===== src/sv/dtts_pkg.sv =====
`timescale 1ns / 1ps
// ----------------------------------------------------------------------------
// dtts_pkg
// Types, constants and helper functions shared by the trigger scheduler.
// ----------------------------------------------------------------------------
package dtts_pkg;

  localparam int SLOTS   = 16;
  localparam int SLOT_W  = 4;
  localparam int IDX_W   = $clog2(SLOTS);
  localparam int CNT_W   = $clog2(SLOTS + 1);
  localparam int TIME_W  = 17;

  // Latest time of a day, 23:59:59 packed as hour, minute, second.
  localparam logic [TIME_W-1:0] END_OF_DAY = {5'd23, 6'd59, 6'd59};

  // Operation codes.
  localparam logic [1:0] OP_ADD    = 2'd0;
  localparam logic [1:0] OP_REMOVE = 2'd1;
  localparam logic [1:0] OP_TICK   = 2'd2;

  // Result kinds.
  localparam logic [1:0] KIND_ACK     = 2'd0;
  localparam logic [1:0] KIND_FIRE    = 2'd1;
  localparam logic [1:0] KIND_NOFIRE  = 2'd2;
  localparam logic [1:0] KIND_NOTHING = 2'd3;

  // Trigger types.
  localparam logic [1:0] TT_ONCE    = 2'd0;
  localparam logic [1:0] TT_MDAY    = 2'd1;
  localparam logic [1:0] TT_WEEKLY  = 2'd2;
  localparam logic [1:0] TT_MONTHLY = 2'd3;

  typedef struct packed {
    logic [1:0]  operation;
    logic [3:0]  slot;
    logic [1:0]  trigger_type;
    logic [4:0]  hour;
    logic [5:0]  minute;
    logic [5:0]  second;
    logic [31:0] mday_mask;
    logic [6:0]  wday_mask;
    logic [11:0] month_mask;
    logic [4:0]  day_of_month;
    logic [2:0]  day_of_week;
    logic [3:0]  month;
  } in_beat_t;

  typedef struct packed {
    logic [1:0] kind;
    logic [3:0] out_slot;
    logic       status;
    logic       freed;
    logic       last;
    logic [4:0] popped_count;
  } out_beat_t;

  // One stored trigger.
  typedef struct packed {
    logic [TIME_W-1:0] trig_time;
    logic [1:0]        trig_kind;
    logic [31:0]       mday_m;
    logic [6:0]        wday_m;
    logic [11:0]       month_m;
  } entry_t;

  // Does a popped trigger fire on the given date?
  function automatic logic fires(entry_t e, logic [4:0] mday, logic [2:0] wday,
                                 logic [3:0] mon);
    logic md;
    logic wd;
    logic mo;
    logic r;
    md = e.mday_m[mday];
    wd = (wday < 3'd7) ? e.wday_m[wday] : 1'b0;
    mo = (mon < 4'd12) ? e.month_m[mon] : 1'b0;
    case (e.trig_kind)
      TT_ONCE:   r = 1'b1;
      TT_MDAY:   r = md;
      TT_WEEKLY: r = wd;
      default:   r = mo & md;
    endcase
    return r;
  endfunction

endpackage


===== src/sv/dtts_mem.sv =====
`timescale 1ns / 1ps
// ----------------------------------------------------------------------------
// dtts_mem
// Trigger store: one write port, one read port with registered read data.
// ----------------------------------------------------------------------------
module dtts_mem (
  input  logic                 clk,
  input  logic                 we,
  input  logic [dtts_pkg::IDX_W-1:0] waddr,
  input  dtts_pkg::entry_t     wdata,
  input  logic [dtts_pkg::IDX_W-1:0] raddr,
  output dtts_pkg::entry_t     rdata
);
  import dtts_pkg::*;

  entry_t mem [SLOTS];

  // Write and synchronous read.
  always_ff @(posedge clk) begin
    if (we) begin
      mem[waddr] <= wdata;
    end
    rdata <= mem[raddr];
  end

endmodule


===== src/sv/daily_time_trigger_scheduler_unit.sv =====
`timescale 1ns / 1ps
// ----------------------------------------------------------------------------
// daily_time_trigger_scheduler_unit
// Time-of-day trigger scheduler with pending and done-today pools.
// ----------------------------------------------------------------------------
// An add or remove passes through the ACK state and gives one ack beat; it
// waits there while the output register is full. A tick scans the trigger
// store once for each popped trigger and once more to find none left: each
// scan reads all SLOTS entries through the single read port. One item is
// worked on at a time; a result beat waits in the output register without
// holding up the next input.
module daily_time_trigger_scheduler_unit (
  input  logic                clk,
  input  logic                rst_n,
  input  logic                in_valid,
  output logic                in_ready,
  input  dtts_pkg::in_beat_t  in_data,
  output logic                out_valid,
  input  logic                out_ready,
  output dtts_pkg::out_beat_t out_data
);
  import dtts_pkg::*;

  typedef enum logic [2:0] {ST_IDLE, ST_ACK, ST_TICK, ST_SCAN, ST_DECIDE} state_t;

  state_t            state_r;
  in_beat_t          in_r;
  logic [SLOTS-1:0]  valid_r;
  logic [SLOTS-1:0]  en_r;
  logic [SLOTS-1:0]  pool_r;
  logic              pid_r;
  logic [TIME_W-1:0] cur_time_r;
  logic [4:0]        cur_day_r;
  logic              new_day_r;
  logic [CNT_W-1:0]  cnt_r;
  logic              found_r;
  logic [IDX_W-1:0]  best_slot_r;
  entry_t            best_r;
  logic              held_v_r;
  out_beat_t         held_r;
  logic [4:0]        n_r;
  logic              out_valid_r;
  out_beat_t         out_r;

  logic              out_free;
  logic              out_load;
  logic [TIME_W-1:0] in_time;
  logic [IDX_W-1:0]  in_idx;
  logic              in_range;
  logic              occupied;
  logic              add_ok;
  logic              rem_ok;
  logic              mem_we;
  entry_t            wentry;
  entry_t            rentry;
  logic [IDX_W-1:0]  rslot;
  logic              rdue;
  out_beat_t         held_fin;

  assign out_free = !out_valid_r || out_ready;
  assign in_ready = (state_r == ST_IDLE);
  assign out_valid = out_valid_r;
  assign out_data  = out_r;

  // Decode of the latched item.
  assign in_time  = {in_r.hour, in_r.minute, in_r.second};
  assign in_idx   = in_r.slot[IDX_W-1:0];
  assign in_range = ({1'b0, in_r.slot} < (SLOT_W + 1)'(SLOTS));
  assign occupied = !in_range || valid_r[in_idx];
  assign add_ok   = (in_r.operation == OP_ADD) && !occupied;
  assign rem_ok   = (in_r.operation == OP_REMOVE) && in_range && valid_r[in_idx];
  assign mem_we   = (state_r == ST_ACK) && out_free && add_ok;

  // A result beat is loaded for an ack, for a pop that pushes out the
  // previous one, and for the closing beat of a tick.
  assign out_load = out_free &&
                    ((state_r == ST_ACK) ||
                     ((state_r == ST_DECIDE) && (!found_r || held_v_r)));

  // The held pop marked as the last beat of its tick.
  always_comb begin
    held_fin      = held_r;
    held_fin.last = 1'b1;
  end

  // New entry for an add.
  always_comb begin
    wentry.trig_time = in_time;
    wentry.trig_kind = in_r.trigger_type;
    wentry.mday_m    = in_r.mday_mask;
    wentry.wday_m    = in_r.wday_mask;
    wentry.month_m   = in_r.month_mask;
  end

  dtts_mem u_mem (
    .clk   (clk),
    .we    (mem_we),
    .waddr (in_idx),
    .wdata (wentry),
    .raddr (cnt_r[IDX_W-1:0]),
    .rdata (rentry)
  );

  // Entry returning from the store belongs to the slot read in the previous cycle.
  assign rslot = IDX_W'(cnt_r - CNT_W'(1));
  assign rdue  = valid_r[rslot] && (pool_r[rslot] == pid_r) &&
                 (rentry.trig_time <= cur_time_r) &&
                 (!found_r || (rentry.trig_time < best_r.trig_time));

  // Control sequencer and result register.
  always_ff @(posedge clk) begin
    if (!rst_n) begin
      state_r     <= ST_IDLE;
      valid_r     <= '0;
      en_r        <= '0;
      pid_r       <= 1'b1;
      cur_time_r  <= '0;
      cur_day_r   <= 5'd1;
      held_v_r    <= 1'b0;
      out_valid_r <= 1'b0;
    end else begin
      out_valid_r <= out_load || (out_valid_r && !out_ready);
      case (state_r)
        ST_IDLE: begin
          if (in_valid) begin
            in_r    <= in_data;
            state_r <= (in_data.operation == OP_TICK) ? ST_TICK : ST_ACK;
          end
        end
        ST_ACK: begin
          if (out_free) begin
            out_r.kind          <= KIND_ACK;
            out_r.out_slot      <= in_r.slot;
            out_r.freed         <= 1'b0;
            out_r.last          <= 1'b1;
            out_r.popped_count  <= '0;
            out_r.status        <= !(add_ok || rem_ok);
            if (add_ok) begin
              valid_r[in_idx] <= 1'b1;
              en_r[in_idx]    <= 1'b1;
              pool_r[in_idx]  <= (in_time <= cur_time_r) ? !pid_r : pid_r;
            end else if (rem_ok) begin
              en_r[in_idx] <= 1'b0;
            end
            state_r <= ST_IDLE;
          end
        end
        ST_TICK: begin
          new_day_r  <= (in_r.day_of_month != cur_day_r);
          cur_day_r  <= in_r.day_of_month;
          cur_time_r <= (in_r.day_of_month != cur_day_r) ? END_OF_DAY : in_time;
          n_r        <= '0;
          cnt_r      <= '0;
          found_r    <= 1'b0;
          state_r    <= ST_SCAN;
        end
        ST_SCAN: begin
          // Track the earliest due pending trigger, lowest slot on a tie.
          if (cnt_r != '0 && rdue) begin
            found_r     <= 1'b1;
            best_slot_r <= rslot;
            best_r      <= rentry;
          end
          if (cnt_r == CNT_W'(SLOTS)) begin
            state_r <= ST_DECIDE;
          end else begin
            cnt_r <= cnt_r + CNT_W'(1);
          end
        end
        ST_DECIDE: begin
          if (found_r) begin
            // The previous pop is known not to be the last one.
            if (!held_v_r || out_free) begin
              if (held_v_r) begin
                out_r <= held_r;
              end
              held_v_r              <= 1'b1;
              held_r.kind           <= fires(best_r, in_r.day_of_month, in_r.day_of_week,
                                             in_r.month) ? KIND_FIRE : KIND_NOFIRE;
              held_r.out_slot       <= SLOT_W'(best_slot_r);
              held_r.status         <= 1'b0;
              held_r.freed          <= !en_r[best_slot_r];
              held_r.last           <= 1'b0;
              held_r.popped_count   <= n_r + 5'd1;
              n_r                   <= n_r + 5'd1;
              if (en_r[best_slot_r]) begin
                pool_r[best_slot_r] <= !pid_r;
              end else begin
                valid_r[best_slot_r] <= 1'b0;
              end
              cnt_r   <= '0;
              found_r <= 1'b0;
              state_r <= ST_SCAN;
            end
          end else if (out_free) begin
            if (held_v_r) begin
              out_r <= held_fin;
            end else begin
              out_r.kind         <= KIND_NOTHING;
              out_r.out_slot     <= '0;
              out_r.status       <= 1'b0;
              out_r.freed        <= 1'b0;
              out_r.last         <= 1'b1;
              out_r.popped_count <= '0;
            end
            held_v_r <= 1'b0;
            if (new_day_r) begin
              pid_r <= !pid_r;
            end
            state_r <= ST_IDLE;
          end
        end
        default: state_r <= ST_IDLE;
      endcase
    end
  end

endmodule


===== config.mk =====
export PLATFORM = sky130hd
export DESIGN_NAME = daily_time_trigger_scheduler_unit
export DESIGN_NICKNAME = d
export VERILOG_FILES = /design/src/sv/dtts_pkg.sv /design/src/sv/dtts_mem.sv /design/src/sv/daily_time_trigger_scheduler_unit.sv
export SDC_FILE = /design/constraint.sdc
export NUM_CORES = 1
export LEC_CHECK = 0
export BUFFER_PORTS_ARGS = -buffer_cell sky130_fd_sc_hd__buf_2
export CORE_UTILIZATION = 60
export CTS_BUF_LIST = sky130_fd_sc_hd__clkbuf_16
export DETAILED_ROUTE_END_ITERATION = 8
export PLACE_DENSITY = 0.85
export SLEW_MARGIN = 10
export SYNTH_ARGS = -nofsm -noshare
export SYNTH_HDL_FRONTEND = slang
export SYNTH_SLANG_ARGS = --single-unit
export TNS_END_PERCENT = 30

===== constraint.sdc =====
create_clock -name clk -period 15.24 [get_ports clk]
set_input_delay 2.286 -clock clk [delete_from_list [all_inputs] [get_ports clk]]
set_output_delay 2.286 -clock clk [all_outputs]
set_load 0.1 [all_outputs]

# Yosys cells after proc, flatten, opt, wreduce, memory -nomap -nowiden
# Memories as Yosys holds them, arrays and structs flattened. A register that Yosys moved wholly into a read port is not among the register bits.
# Cells that the tools add are included.
[totals] in_bits=92 ramBits=1120 wordCells=216 out_inout_bits=16 register_bits=276 mem_count=1
[memory_table] name="u_mem.mem" words=16 word_bits=70 rd=1 rd_clocked_by_memory_dff=1 write_ports=1 line_no="dtts_mem.sv:16" rtl="entry_t mem [SLOTS];"
[classes] addsub=3 reduce_logical=51 eq_ne=25 muxes=74 order_cmp=13 bitwise_logic=8
[op_table] operator="$mux 16" count=12
[op_table] operator="$mux 14" count=6
[op_table] operator="$pmux 16 s2" count=2
[op_table] operator="$le 17x17->1" count=2
[op_table] operator="$and 16x16->16" count=2
[op_table] operator="$bwmux 16" count=2
[op_table] operator="$not 16->16" count=2
[op_table] operator="$or 16x16->16" count=2
[op_table] operator="$pmux 14 s2" count=1
[op_table] operator="$mux 5" count=5
[op_table] operator="$mux 1" count=24
[op_table] operator="$bmux 1 s4" count=5
[op_table] operator="$lt 4x5->1 const B" count=4
[op_table] operator="$reduce_and 3->1" count=6
[op_table] operator="$lt 17x17->1" count=1
[op_table] operator="$mux 17" count=1
[op_table] operator="$ne 2x2->1 const B" count=8
[op_table] operator="$mux 3" count=5
[op_table] operator="$pmux 3 s5" count=1
[op_table] operator="$pmux 5 s3" count=1
[op_table] operator="$logic_and 1x1->1" count=13
[op_table] operator="$reduce_and 4->1" count=3
[op_table] operator="$reduce_and 6->1" count=2
[op_table] operator="$add 5x1->5 const B" count=2
[op_table] operator="other kinds (35)" count=62

# Logic depth before layout (Yosys ltp)
# Gate-level depths: netlist of the first run.
[depth] ltp_word=10 depth_mapped=13 depth_no_buf=9

# Modules after synthesis
# From an unflattened synthesis of the first run, not the netlist that was laid out.
[hier_totals] hier_cells=2716 area_unflattened_um2=55408.1
[modules_own_cells] mod="dtts_mem" area_each_um2=43324.1 cells_per_inst=1800 n_inst=1 seq_area_each_um2=35033.6
[modules_own_cells] mod="daily_time_trigger_scheduler_unit" area_each_um2=12084.1 cells_per_inst=916 n_inst=1 seq_area_each_um2=7687.4

# Worst setup path after synthesis of the first run
# Ideal clock, no wire load.
[synth_path] path_kind="input to register" from="input port out_ready" to="register (tool-made name)" setup_time_ps=80 arrival_time_ps=8316 required_time_ps=15160 n_path_buf=0 path_stages=5 slack_ps=6844 cell_sequence="nor2b_1 nor3_1 nand3b_1 nor3_1 o221a_2"
[synth_rtl] element="start: declaration" line_no="daily_time_trigger_scheduler_unit.sv:19" rtl="input logic out_ready,"

# Worst setup path in the final report of the first run
[layout_path] from="input port rst_n" to="register best_r[32] in the netlist's numbering (enable)"
[layout_between] elab_chain_cells=1
[layout_rtl] element="start: declaration" line_no="daily_time_trigger_scheduler_unit.sv:14" rtl="input logic rst_n,"
[layout_rtl] element="$reduce_and 3->1 (no source line)"
[layout_rtl] element="end signal: assignment" line_no="daily_time_trigger_scheduler_unit.sv:162" rtl="best_r <= rentry;"
[layout_rtl] element="end: declaration" line_no="daily_time_trigger_scheduler_unit.sv:38" rtl="entry_t best_r;"
# No other way between the ends.
# A chain may end at the register's enable or synchronous reset.

==> flow_metrics.py, run 1 <==
metrics = {
    "global_route": {
        "grt_util_all_layers": 0.3039,
        "grt_max_degree": 146,
        "antenna_found_initial": 1,
        "grt.overflow.total": 0,
        "grt_pass1_wl_um": 201700,
        "grt_pass1_vias": 29450,
    },
    "power_and_ir_drop": {
        "ir_worst_vdd_v": 0.0001312,
        "power_mw": 8.170,
        "power.density_mw_per_mm2": 131.7,
        "leakage_nw": 20.00,
    },
    "worst_setup_path": {
        "cpPeakStageDelay_ns": 0.88,
        "critPathCaptureType": "register",
        "cp_data_arrival_time_ns": 5.95,
        "crit_fanout": 70,
        "cp.required_ns": 15.59,
        "startpoint_type": "input port",
        "worstPathCellList": "buf_2 -> inv_2 -> a211o_1 -> or3b_2 -> a21oi_1 -> and3_4 -> buf_4",
        "cp_slowest_cell": "buf_4",
        "crit_type": "in -> reg",
    },
    "synth": {
        "syn_inst": 2547,
        "ys_async_sr_fraction": 0,
        "yosysMostFrequentCell": "edfxtp_1",
        "synth_common_cells": "edfxtp_1, mux4_2, dfxtp_1",
        "synth-seq-cells": 1466,
        "synth_fp_nets": 2693,
        "avgSynthCellArea_um2": 21.79,
        "synth_cell_types": 56,
        "synth_area_mm2": 0.05550,
        "yosysSeqAreaShare": 0.7698,
        "synth_edf_count": 1336,
        "synth_area_leaders": "edfxtp_1, mux4_2, dfxtp_1",
        "yosysWarnings": 0,
        "yosys.area.top_type_share": 0.7229,
        "synth_flop_cell": "edfxtp_1",
        "yosysTopAreaCell": "edfxtp_1",
    },
    "clock_tree": {
        "cts.sinks": 1466,
        "clock_path_buffers": 3,
        "htree_levels": 4,
        "cts.repair.resized": 0,
        "cts_hold_buf": 0,
        "clkLatencyLatePin_ns": 0.76,
        "cts.clk_slew.worst_paths_ns": 0.06,
        "clock-root-buffer": "clkbuf_16",
        "cts_made_buffers": 141,
        "cts_setup_buffers": 0,
        "cts_tree": "built",
    },
    "timing": {
        "setup_viol": 0,
        "finalCritPeriodShare": 0.3674,
        "skew_ns": 0.03997,
        "timing.final.hold_violations": 0,
        "finalWorstSetupSlack_ns": 9.641,
        "fin_tns_setup_ns": 0,
        "max_freq_ghz": 0.1786,
        "whs_ns": 0.3962,
        "period_needed_ns": 5.599,
        "slew_headroom": 0.1726,
        "slew_viol_final": 0,
        "tightestPinTransition_ns": 1.241,
        "rsz0062_at_grt": "no",
    },
    "floorplanning": {
        "coreArea_mm2": 0.09166,
        "dieArea_mm2": 0.09372,
        "die_x_um": 306.1,
        "rows": 111,
        "ioPinCount": 108,
        "start_util": 0.6054,
        "die_height_um": 306.1,
    },
    "run": {
        "drv_cap": 0,
    },
    "detailed_routing": {
        "routed_wl_um": 139300,
        "dr.pass1.iters": 6,
        "post_drt_wl_per_cell_um": 34.59,
        "vias": 28380,
        "viasPerCell": 7.048,
        "drt_iter0_drc": 4259,
        "drc": 0,
        "ant_nets": 0,
    },
    "layout": {
        "area_growth_pct": 11.76,
        "antenna_cells": 0,
        "final_util": 0.6767,
        "drive_above_1_share": 0.2753,
        "final_nets": 2870,
        "fin_area_mm2": 0.06202,
        "multi_input_area_mm2": 0.01220,
        "fin_cells": 4027,
        "fillers": 5268,
        "regArea_mm2": 0.04272,
    },
    "placed_design": {
        "place_hpwl_um": 68760,
        "io_buffer_count": 107,
        "gp_congestion": 0.9051,
        "placed_area_mm2": 0.05752,
        "place_ws_ns": 9.083,
        "dpl.cell_count": 3767,
    },
    "min_path": {
        "hold_path_class": "reg -> reg",
    },
    "status": {
        "status": "finished, final reports clean",
    },
}
routing by layer:
layer | wire length [µm] | track usage | up-vias
met3 | 14450 | 0.06325 | 529
met2 | 70150 | 0.5039 | 2358
met5 | 0 | 0 | -
met4 | 7090 | 0.1437 | 0
li1 | - | - | 10940
met1 | 47590 | 0.3890 | 14560
critical path: cells and delay by family:
kind	cells	cell delay (ns)
simple gates	2	0.74
buf+inv	3	2.13
compound gates	2	0.63
cell type report:
class | instances | share of cell area
Clock inverter | 114 | 0.01370
Clock buffer | 146 | 0.05890
Multi-Input combinational cell | 909 | 0.1966
Inverter | 49 | 0.002965
Timing Repair Buffer | 157 | 0.01509
Sequential cell | 1466 | 0.6888
Tap cell | 1186 | 0.02392
power by group:
group | internal, mW | switching (mW)
clock network | 1.94 | 1.51
registers | 4.42 | 0.0673
logic | 0.0926 | 0.140
total | 6.45 | 1.71
final timing paths:
path	startpoint	to	slack, ns	depth (start not counted)
hold reg to reg	u_mem.rdata[13]	best_r[13]	0.40	0
hold / removal	u_mem.rdata[13]	best_r[13]	0.40	0
setup reg to reg	cnt_r[0]	u_mem.rdata[53]	10.75	5
setup / recovery	rst_n	best_r[32]	9.64	7
logic make-up (layout without fill, tap and decap cells):
group | after synthesis | after routing | synth area share
xor gates and xnor gates | 16 | 16 | 0.002525
AOI/OAI and AO/OA | 180 | 180 | 0.02176
DFF | 1466 | 1466 | 0.7698
adders and majority gates | 54 | 54 | 0.01217
muxes | 397 | 397 | 0.1585
and+or+nand+nor | 262 | 262 | 0.02250
buffers and inverters | 172 | 466 | 0.01278
flip-flops by register name, summed over array words and instances (netlist names), 3 cells and up, named ones only:
signal,cells
best_r,70
best_slot_r,4
cnt_r,5
cur_day_r,5
cur_time_r,17
held_fin,12
in_idx,4
in_r,84
n_r,5
out_data,14
pool_r,16
state_r,3
u_mem.mem,1120
u_mem.rdata,70
valid_r,16
layout by cell type (no fill, tap or decap), drive strengths merged, types with 16 or more instances in the layout:
cell type	count
a21oi	43
and2	16
buf	157
clkbuf	146
clkinv	51
dfxtp	130
edfxtp	1336
ha	54
inv	92
mux4	383
nand2	61
nand3	33
nor2	74
nor3	23
o21ai	40
Note: power is estimated with default switching activity, not from simulation.
==> run 2, diff against run 1 <==
ABC_AREA = 1   (was unset)
clock period = 5.62 ns   (was 15.24 ns; I/O delays follow)
==> run 2 against run 1 <==
Register-to-register slack got worse by 9.2 ns. First-iteration DRC count increased by 40%. Final area increased by 2.0%.
==> flow_metrics.py, run 2 <==
metrics = {
    "status": {
        "status": "finished, final reports clean",
    },
    "global_route": {
        "grt_pass1_vias": 37640,
        "grt_util_all_layers": 0.2944,
        "antenna_found_initial": 1,
        "grt_max_degree": 250,
        "grt.overflow.total": 0,
        "grt_pass1_wl_um": 217000,
    },
    "synth": {
        "yosys.area.top_type_share": 0.7021,
        "synth_area_mm2": 0.05714,
        "synth_edf_count": 1336,
        "yosysMostFrequentCell": "edfxtp_1",
        "avgSynthCellArea_um2": 12.83,
        "synth_area_leaders": "edfxtp_1, o21ai_0, nor2_1",
        "synth_common_cells": "edfxtp_1, nor2_1, o21ai_0",
        "yosysWarnings": 0,
        "ys_async_sr_fraction": 0,
        "synth-seq-cells": 1466,
        "synth_fp_nets": 4599,
        "synth_flop_cell": "edfxtp_1",
        "synth_cell_types": 43,
        "yosysSeqAreaShare": 0.7476,
        "yosysTopAreaCell": "edfxtp_1",
        "syn_inst": 4453,
    },
    "worst_setup_path": {
        "cp.required_ns": 6.31,
        "cp_common_cell": "buf_4",
        "path_delay_family": "buffers and inverters",
        "cp.buffers_inverters": 3,
        "cp_data_arrival_time_ns": 4.73,
        "worstPathCellList": "buf_4 -> buf_12 -> buf_4 -> o21ai_0 -> o221ai_1 -> o211ai_1 -> nand3_1",
        "startpoint_type": "register",
        "crit_fanout": 204,
        "cp_slowest_cell": "buf_4",
        "cpPeakStageDelay_ns": 0.98,
        "crit_type": "reg -> reg",
        "critPathCaptureType": "register",
    },
    "layout": {
        "most-common-layout-cells": "edfxtp_1, nor2_1, o21ai_0, nand2_1, inv_1",
        "area_growth_pct": 10.67,
        "fin_cells": 5862,
        "antenna_cells": 0,
        "reg.largest.list": "u_mem.mem (1120), in_r (84)",
        "final_common_cell": "edfxtp_1",
        "drive_above_1_share": 0.08898,
        "largest_register": "u_mem.mem",
        "largest_reg_flops": 1120,
        "final_nets": 4638,
    },
    "detailed_routing": {
        "ant_nets": 0,
        "routed-wl-met2_um": 69480,
        "top_layer": "met5",
        "dr.pass1.iters": 7,
        "drt_iter0_drc": 5954,
        "drc": 0,
        "vias": 38100,
        "route.met3.wl_um": 16250,
        "viasPerCell": 6.499,
        "routed_wl_um": 144300,
        "drt-met1-wl_um": 51850,
        "post_drt_wl_per_cell_um": 24.62,
    },
    "placed_design": {
        "place_hpwl_um": 75050,
        "gp_congestion": 0.9068,
        "io_buffer_count": 107,
        "dpl.cell_count": 5603,
    },
    "timing": {
        "fin_tns_setup_ns": 0,
        "period_needed_ns": 4.041,
        "tightestPinTransition_ns": 1.345,
        "rsz0062_at_grt": "no",
        "finalCritPeriodShare": 0.7191,
        "timing.final.hold_violations": 0,
        "skew_ns": 0.04310,
        "slew_viol_final": 0,
        "setup_viol": 0,
        "whs_ns": 0.2511,
        "slew_headroom": 0.1033,
        "max_freq_ghz": 0.2474,
    },
    "power_and_ir_drop": {
        "power.density_mw_per_mm2": 355.8,
        "p_int_mw": 17.52,
        "p_clk_frac": 0.413,
        "ir_worst_vdd_v": 0.0002936,
        "p_sw_mw": 4.983,
        "leakage_nw": 21.38,
        "swShare": 0.2214,
        "p_seq_frac": 0.544,
        "combPwrFrac": 0.043,
    },
    "clock_tree": {
        "cts_setup_buffers": 0,
        "clock-root-buffer": "clkbuf_16",
        "htree_levels": 4,
        "cts.sinks": 1466,
        "cts_tree": "built",
        "cts_made_buffers": 141,
        "clkLatencyLatePin_ns": 0.77,
        "cts.clk_slew.worst_paths_ns": 0.06,
        "cts.repair.resized": 0,
        "cts_hold_buf": 0,
        "clock_path_buffers": 3,
    },
    "floorplanning": {
        "ioPinCount": 108,
        "start_util": 0.6086,
        "coreArea_mm2": 0.09389,
        "die_x_um": 310.6,
        "dieArea_mm2": 0.09648,
        "rows": 112,
        "die_height_um": 310.6,
    },
    "min_path": {
        "hold_path_class": "in -> reg",
    },
    "run": {
        "drv_cap": 0,
    },
}
run 2: per-stage QoR:
step	setup slack, ns	utilization	total power [mW]	area [µm²]
after detailed placement	1.817	0.6255	13.40	58730
after CTS	1.776	0.6736	22.50	63240
after global placement	1.822	0.6255	13.36	58730
after global routing	1.484	0.6736	23.02	63240
after floorplan	0.8267	-	13.03	57150
final	1.579	0.6736	22.50	63240
run 2: layer usage:
metal,vias to the layer above,GRT usage
li1,16350,-
met1,18380,0.3858
met2,2879,0.4760
met3,487,0.05299
met4,2,0.1489
met5,-,0
run 2: path summary, 6_finish.rpt:
path | cells past startpoint | slack, ns | to | start
setup reg to reg | 7 | 1.58 | u_mem.rdata[22] | cnt_r[0]
setup / recovery | 7 | 1.58 | u_mem.rdata[22] | cnt_r[0]
hold reg to reg | 0 | 0.40 | best_r[3] | u_mem.rdata[3]
hold / removal | 1 | 0.25 | in_r[45] | in_data[45]
run 2: worst reg2reg max path, stage by stage, from the launching register on:
cell	delay (ns)
edfxtp_1	0.45
buf_4	0.62
buf_12	0.81
buf_4	1.06
o21ai_0	0.40
o221ai_1	0.35
o211ai_1	0.15
nand3_1	0.15
run 2: kinds of logic (layout without fill, tap and decap cells):
group,after synthesis,in the layout,share of synthesized area
AND/OR/NAND/NOR,1391,1391,0.09833
AO/OA/AOI/OAI,1089,1089,0.1105
buffers and inverters,447,602,0.03083
flip-flops,1466,1466,0.7476
XOR/XNOR,6,6,0.0009196
adder cells (fa/ha/maj),54,54,0.01182
run 2: power by group through the flow:
stage | registers, mW | logic (mW) | clock network, mW
after floorplan | 12.4 | 0.606 | 0
after global placement | 12.5 | 0.891 | 0
after detailed placement | 12.5 | 0.928 | 0
after global routing | 12.3 | 1.05 | 9.71
final | 12.3 | 0.963 | 9.29
after CTS | 12.2 | 0.945 | 9.31
run 2: area by class of cell:
type                            count  area [µm²]
Sequential cell                  1466       42720
Fill cell                        6053       30650
Multi-Input combinational cell   2540       12690
Clock buffer                      145        3628
Tap cell                         1254        1569
Timing Repair Buffer              159        1001
Clock inverter                    114       887.1
Inverter                          184       747.0
